File: config.mk
export PLATFORM = sky130hd
export DESIGN_NAME = bounded_request_queue_top
export DESIGN_NICKNAME = d
export VERILOG_FILES = /design/src/design/brq_pkg.sv /design/src/design/bounded_request_queue_top.sv /design/src/design/brq_cell.sv
export SDC_FILE = /design/constraint.sdc
export NUM_CORES = 2
export LEC_CHECK = 0
export BUFFER_PORTS_ARGS = -buffer_cell sky130_fd_sc_hd__buf_2
export CORE_MARGIN = 1.5
export CORE_UTILIZATION = 63
export DETAILED_ROUTE_END_ITERATION = 8
export HOLD_SLACK_MARGIN = 0.06
export MAX_ROUTING_LAYER = met4
export PLACE_DENSITY = 0.9
export RECOVER_POWER = 100
export SKIP_LAST_GASP = 1
export SLEW_MARGIN = 10
export SYNTH_ARGS = -nofsm -noshare
export SYNTH_HDL_FRONTEND = slang
export SYNTH_SLANG_ARGS = --single-unit
File: constraint.sdc
create_clock -name clk -period 10.9 [get_ports clk]
set_input_delay 1.635 -clock clk [delete_from_list [all_inputs] [get_ports clk]]
set_output_delay 1.635 -clock clk [all_outputs]
set_load 0.02 [all_outputs]
File: src/design/brq_pkg.sv
package brq_pkg;

  localparam int ValueW = 31;
  localparam int SecW   = 32;
  localparam int UsecW  = 20;
  localparam int PosW   = 4;
  localparam int CountW = 5;
  localparam int CapW   = 5;

  localparam logic [CapW-1:0] CapReset = CapW'(16);

  localparam logic [2:0] ACT_ENQ  = 3'd0;
  localparam logic [2:0] ACT_DEQ  = 3'd1;
  localparam logic [2:0] ACT_REM  = 3'd2;
  localparam logic [2:0] ACT_FIND = 3'd3;
  localparam logic [2:0] ACT_PEEK = 3'd4;

  localparam logic REG_CAPACITY = 1'b0;

  typedef struct packed {
    logic [ValueW-1:0] value;
    logic [SecW-1:0]   sec;
    logic [UsecW-1:0]  usec;
  } brq_entry_t;

  typedef struct packed {
    logic load;
    logic shift;
  } brq_cell_ctl_t;

  typedef enum logic {
    ST_IDLE,
    ST_EXEC
  } brq_state_t;

endpackage

File: src/design/bounded_request_queue_top.sv
// Bounded request queue with indexed removal.
// Input channel (in_valid/in_stall) carries one request beat: an action code with a value,
// an arrival time and a position. Output channel (out_valid/out_stall) returns one result
// beat per request: success flag, removed value, found position, head time, count and
// the full and empty flags, all as they stand after the action.
// Entries live in a row of cells kept packed from the head; a removal shifts every
// cell behind the removed one forward together, and a search compares all cells
// at once and picks the first hit.
// A request is registered when accepted; its result is registered in the output register
// in the execute step of the request sequencer. The sequencer takes no new request until
// the last one has executed; in_stall is high during the execute step.
// If a finished result is still held under out_stall, the next accepted request waits
// in its execute step until the output register frees.
// Reset empties the queue, clears out_valid and sets capacity to 16. Capacity is written
// over the APB port at address 0; 0 acts as 1 and values above DEPTH act as DEPTH.
module bounded_request_queue_top
  import brq_pkg::*;
#(
  parameter int DEPTH = 16
) (
  input  logic              clk,
  input  logic              rst,
  input  logic              psel,
  input  logic              penable,
  input  logic              pwrite,
  input  logic [2:0]        paddr,
  input  logic [31:0]       pwdata,
  output logic [31:0]       prdata,
  output logic              pready,
  input  logic              in_valid,
  output logic              in_stall,
  input  logic [2:0]        action,
  input  logic [ValueW-1:0] item_value,
  input  logic [SecW-1:0]   arrival_sec,
  input  logic [UsecW-1:0]  arrival_usec,
  input  logic [PosW-1:0]   position,
  output logic              out_valid,
  input  logic              out_stall,
  output logic              ok,
  output logic [ValueW-1:0] out_value,
  output logic [PosW-1:0]   found_position,
  output logic [SecW-1:0]   head_sec,
  output logic [UsecW-1:0]  head_usec,
  output logic [CountW-1:0] count,
  output logic              is_full,
  output logic              is_empty
);

  localparam int CW = $clog2(DEPTH + 1);
  localparam int EW = (CW > CapW) ? CW : CapW;
  // Fill never exceeds the largest capacity, so only that many cells can hit a search.
  localparam int SW = (DEPTH < 31) ? DEPTH : 31;

  brq_state_t state, state_next;

  logic [CapW-1:0] capacity;
  logic [EW-1:0]   eff_cap;
  logic [CW-1:0]   fill, fill_next;
  logic [EW-1:0]   fill_e, fill_next_e;

  logic [2:0]        req_action;
  logic [PosW-1:0]   req_pos;
  brq_entry_t        req_item;

  brq_entry_t    cell_data [DEPTH];
  brq_entry_t    cell_nbr  [DEPTH];
  brq_cell_ctl_t cell_ctl  [DEPTH];
  logic [DEPTH-1:0] cell_match;

  logic            exec_go;
  logic            enq_ok, rem_ok, find_ok;
  logic [PosW-1:0] rem_pos;
  logic [PosW-1:0] find_pos;
  logic            res_ok;
  logic [ValueW-1:0] res_value;
  brq_entry_t      head_next;
  logic [ValueW-1:0] removed_value;

  // Configuration port
  assign pready = 1'b1;

  always_ff @(posedge clk) begin
    if (rst) begin
      capacity <= CapReset;
    end else if (psel && penable && pwrite && (paddr[2] == REG_CAPACITY)) begin
      capacity <= pwdata[CapW-1:0];
    end
  end

  assign prdata = (paddr[2] == REG_CAPACITY) ? {{(32-CapW){1'b0}}, capacity} : 32'd0;

  always_comb begin
    if (capacity == '0) begin
      eff_cap = EW'(1);
    end else if (EW'(capacity) > EW'(DEPTH)) begin
      eff_cap = EW'(DEPTH);
    end else begin
      eff_cap = EW'(capacity);
    end
  end

  // Request sequencer
  always_ff @(posedge clk) begin
    if (rst) begin
      state <= ST_IDLE;
    end else begin
      state <= state_next;
    end
  end

  always_comb begin
    state_next = state;
    exec_go    = 1'b0;
    case (state)
      ST_IDLE: begin
        if (in_valid) begin
          state_next = ST_EXEC;
        end
      end
      ST_EXEC: begin
        if (!out_valid || !out_stall) begin
          exec_go    = 1'b1;
          state_next = ST_IDLE;
        end
      end
      default: state_next = ST_IDLE;
    endcase
  end

  assign in_stall = (state != ST_IDLE);

  always_ff @(posedge clk) begin
    if (in_valid && !in_stall) begin
      req_action     <= action;
      req_pos        <= position;
      req_item.value <= item_value;
      req_item.sec   <= arrival_sec;
      req_item.usec  <= arrival_usec;
    end
  end

  // Decode of the request against the current fill
  assign fill_e  = EW'(fill);
  assign rem_pos = (req_action == ACT_DEQ) ? '0 : req_pos;

  always_comb begin
    enq_ok = 1'b0;
    rem_ok = 1'b0;
    case (req_action)
      ACT_ENQ: enq_ok = (fill_e < eff_cap);
      ACT_DEQ: rem_ok = (fill != '0);
      ACT_REM: rem_ok = (EW'(req_pos) < fill_e);
      default: ;
    endcase
  end

  always_comb begin
    for (int i = 0; i < DEPTH; i++) begin
      cell_ctl[i].load  = exec_go && enq_ok && (fill_e == EW'(i));
      cell_ctl[i].shift = exec_go && rem_ok && (EW'(i) >= EW'(rem_pos));
      cell_nbr[i]       = (i + 1 < DEPTH) ? cell_data[(i + 1) % DEPTH] : '0;
    end
  end

  for (genvar g = 0; g < DEPTH; g++) begin : g_cell
    brq_cell u_cell (
      .clk   (clk),
      .ctl   (cell_ctl[g]),
      .item  (req_item),
      .nbr   (cell_nbr[g]),
      .key   (req_item.value),
      .data  (cell_data[g]),
      .match (cell_match[g])
    );
  end

  // First hit among the held entries; scanning down leaves the lowest position.
  always_comb begin
    find_ok  = 1'b0;
    find_pos = '0;
    for (int i = SW - 1; i >= 0; i--) begin
      if (cell_match[i] && (EW'(i) < fill_e)) begin
        find_ok  = 1'b1;
        find_pos = PosW'(i);
      end
    end
  end

  assign removed_value = cell_data[rem_pos].value;

  always_comb begin
    fill_next = fill;
    if (enq_ok) begin
      fill_next = fill + CW'(1);
    end else if (rem_ok) begin
      fill_next = fill - CW'(1);
    end
  end

  assign fill_next_e = EW'(fill_next);

  always_comb begin
    if (fill_next == '0) begin
      head_next = '0;
    end else if (enq_ok && (fill == '0)) begin
      head_next = req_item;
    end else if (rem_ok && (rem_pos == '0)) begin
      head_next = cell_data[1];
    end else begin
      head_next = cell_data[0];
    end
  end

  always_comb begin
    res_ok    = 1'b0;
    res_value = '0;
    case (req_action)
      ACT_ENQ: res_ok = enq_ok;
      ACT_DEQ, ACT_REM: begin
        res_ok    = rem_ok;
        res_value = rem_ok ? removed_value : '0;
      end
      ACT_FIND: res_ok = find_ok;
      ACT_PEEK: res_ok = (fill != '0);
      default: ;
    endcase
  end

  always_ff @(posedge clk) begin
    if (rst) begin
      fill <= '0;
    end else if (exec_go) begin
      fill <= fill_next;
    end
  end

  // Output register
  always_ff @(posedge clk) begin
    if (rst) begin
      out_valid <= 1'b0;
    end else if (exec_go) begin
      out_valid <= 1'b1;
    end else if (!out_stall) begin
      out_valid <= 1'b0;
    end
  end

  always_ff @(posedge clk) begin
    if (exec_go) begin
      ok             <= res_ok;
      out_value      <= res_value;
      found_position <= (req_action == ACT_FIND && find_ok) ? find_pos : '0;
      head_sec       <= head_next.sec;
      head_usec      <= head_next.usec;
      count          <= fill_next_e[CountW-1:0];
      is_full        <= (fill_next_e >= eff_cap);
      is_empty       <= (fill_next == '0);
    end
  end

endmodule

File: src/design/brq_cell.sv
module brq_cell
  import brq_pkg::*;
(
  input  logic          clk,
  input  brq_cell_ctl_t ctl,
  input  brq_entry_t    item,
  input  brq_entry_t    nbr,
  input  logic [ValueW-1:0] key,
  output brq_entry_t    data,
  output logic          match
);

  brq_entry_t entry;

  // A load writes the new tail; a shift pulls the neighbor one slot toward the head.
  always_ff @(posedge clk) begin
    if (ctl.load) begin
      entry <= item;
    end else if (ctl.shift) begin
      entry <= nbr;
    end
  end

  assign data  = entry;
  assign match = (entry.value == key);

endmodule

==> results_dict.tcl <==
set metrics [dict create \
    clkTransAtPathRegs_ns 0.07 \
    max_slew_margin -2.600 \
    min_path_cells 2 \
    ys_types 62 \
    grt_use_total 0.3764 \
    drtPass1Iterations 8 \
    syn_area_per_cell_um2 14.70 \
    netlist_instances 5014 \
    path_cells "nor3_1 > nand3_1 > clkbuf_1 > mux2_1" \
    failed_checks "max-capacitance violations, max-slew violations" \
    crit_path_top_delay_cell "nand3_1" \
    synth-edff-count 1513 \
    cp.required_ns 11.43 \
    die_x_um 345.1 \
    io-pin-count 262 \
    cts_sinks 1525 \
    slew_viol_final 2308 \
    design.core.area_um2 116000 \
    vias 45890 \
    first_iter_violations 6214 \
    layout_setup_ws_ns 2.657 \
    place_congestion 1.027 \
    synth_warnings 0 \
    grt_setup_unrepaired "false" \
    insertion_delay_ns 0.81 \
    fin_skew_ns 0.02744 \
    worstMarginPinSlew_ns 5.399 \
    grt_pass1_vias 44860 \
    ys_seq_area_frac 0.6196 \
    cp.arrival_ns 8.78 \
    status "finished with violations" \
    clock.fmax_mhz 121.3 \
    holdWs_ns 0.5270 \
    postCtsSetupRepairBufs 0 \
    critPathMaxStageDelay_ns 2.69 \
    reg2regPathDepth 4 \
    antenna_found_initial 6 \
    dieArea_um2 119100 \
    hpwl_um 134700 \
    p_clk_frac 0.424 \
    area_delta_synth_final_pct 8.999 \
    p_sw_uw 3060 \
    grt_start_max_net_pins 84 \
    drive_gt1_frac 0.3028 \
    std_cell_rows 125 \
    route.detailed.drc 0 \
    clk_path_buf_depth 3 \
    tns_ns 0 \
    route.antenna.remaining_nets 0 \
    endpoint_kind "flip-flop" \
    swShare 0.2395 \
    cts_hold_buf 0 \
    wl_per_cell_um 32.98 \
    fin_crit_ns 8.243 \
    fin_nets 5182 \
    port_buffers 204 \
    seqPwrFrac 0.515 \
    initial_core_util 0.6352 \
    p_int_uw 9715 \
    ys_ff_latch 1525 \
    cap_violations 55 \
    power.density_nw_per_um2 159.0 \
    leakage_uw 0.02721 \
    hold_viol_final 0 \
    grt_overflow 0 \
    timing.final.crit_share 0.7563 \
    cts-resized-gates 0 \
    dpl_worst_slack_ns 5.167 \
    combPwrFrac 0.061 \
    synth_ff_type "edfxtp_1" \
    crit_type "flip-flop to flip-flop" \
    async_flop_share 0 \
    cts-root-buf "clkbuf_16" \
    htreeDepth 4 \
    cts_tree "yes" \
    netlist_area_um2 73710 \
    numCtsBuffers 158 \
    crit_path_start_kind "flip-flop" \
    setup_viol 0 \
    ir_worst_vdd_mv 0.1789 \
    hp-class "flip-flop to flip-flop" \
    grt_pass1_wl_um 315100 \
    viasPerCell 6.864 \
    path_max_fanout 46 \
    totalWireLength_um 220500 \
    die_h_um 345.1 \
]
layout make-up:
| class | count | area, um^2 |
|---|---|---|
| Sequential cell | 1525 | 45670 |
| Fill cell | 7546 | 35700 |
| Multi-Input combinational cell | 3028 | 26140 |
| Clock buffer | 201 | 4136 |
| Tap cell | 1524 | 1907 |
| Timing Repair Buffer | 302 | 1479 |
| Clock inverter | 84 | 934.6 |
| Inverter | 18 | 68.82 |
| Antenna cell | 3 | 7.507 |
layout by cell type (no fill, tap or decap), drive strengths merged, types with 7 or more instances in the layout:
cell type	netlist	layout
edfxtp	1513	1513
mux2	1245	1245
clkbuf	324	349
nand2	292	292
xnor2	276	276
xor2	227	227
buf	145	154
nor2	128	128
o221ai	124	124
nand4	84	84
and2	83	83
a21oi	76	76
nor4	68	68
a31oi	66	66
mux2i	57	57
clkinv	1	56
a211oi	55	55
o21ai	53	53
and3	34	34
a311oi	31	31
conb	2	28
inv	17	26
nand3	20	20
nor3	18	18
ha	17	17
bufinv	0	13
dfxtp	12	12
clkinvlp	0	7
nor2b	7	7
registers in the layout (all words and copies together), names as in the netlist:
signal / cells
req_action: 3
head_usec: 20
head_sec: 32
req_item: 83
capacity: 5
g_cell.u_cell.data: 1328
is_empty: 1
ok: 1
found_position: 4
is_full: 1
fill: 5
req_pos: 4
out_valid: 1
in_stall: 1
count: 5
out_value: 31
synthesized netlist by cell type, types with 7 or more instances:
library cell	number	share of area
o221ai_1	124	0.015
nand3_1	20	0.0014
nor4_1	68	0.0058
a211oi_2	9	0.0015
clkbuf_1	323	0.016
buf_1	8	0.00041
nand4_1	84	0.0071
xor2_1	227	0.027
mux2_2	1245	0.19
a211oi_1	46	0.0047
xnor2_1	276	0.033
mux2i_1	57	0.0077
and2_1	83	0.0070
ha_1	17	0.0029
nor2_1	126	0.0064
dfxtp_1	12	0.0033
nand2_1	290	0.015
o21ai_0	49	0.0033
inv_1	15	0.00076
edfxtp_1	1513	0.62
nor3_1	17	0.0012
a21oi_1	76	0.0052
nor2b_1	7	0.00059
buf_2	101	0.0069
a311oi_1	31	0.0037
and3_1	34	0.0029
buf_4	30	0.0031
a31oi_1	66	0.0056
worst max-delay path, delay by kind of cell, from the launching register on:
| kind | cells | cell delay (ns) |
|---|---|---|
| DFF | 1 | 0.49 |
| and+or+nand+nor | 2 | 4.62 |
| muxes | 1 | 0.92 |
| buffers and inverters | 1 | 1.92 |
power groups by stage:
stage	logic (uW)	clock network, uW	registers [uW]
after floorplan	471	0	6690
after global placement	755	0	6690
after detailed placement	765	0	6690
after CTS	773	5420	6570
after global routing	802	5640	6590
final	782	5410	6580
metrics by stage:
stage	area, um^2	util	std cells	power (uW)
after floorplan	73810	-	5040	7156
after global placement	75790	0.6531	6397	7441
after detailed placement	75790	0.6531	6397	7458
after CTS	80860	0.6968	6682	12760
after global routing	80350	0.6924	6685	13030
final	80350	0.6924	6685	12780
final timing paths:
path,startpoint,end,slack [ns]
max reg2reg,fill[4]$_SDFFE_PP0P_,g_cell[2].u_cell.data[20]$_DFFE_PP_,2.66
min reg2reg,in_stall$_SDFF_PP0_,in_stall$_SDFF_PP0_,0.53
max,fill[4]$_SDFFE_PP0P_,g_cell[2].u_cell.data[20]$_DFFE_PP_,2.66
min,in_stall$_SDFF_PP0_,in_stall$_SDFF_PP0_,0.53
per-layer routing:
layer  GRT usage  part of all wire  wire (um)
met4      0.2138             0.066      14640
met2      0.5623              0.46     101700
met3     0.07545              0.11      24260
met5           -                 0          0
met1      0.4839              0.36      79890
logic make-up after synthesis:
family          share of synthesized area
flops                              0.6196
mux                                0.1979
simple gates                      0.04956
xor+xnor                          0.05976
buf+inv                           0.02867
compound gates                    0.04148
fa+ha+maj                        0.002885
other cells                     0.0001019
Note: power is estimated with default switching activity, not from simulation.
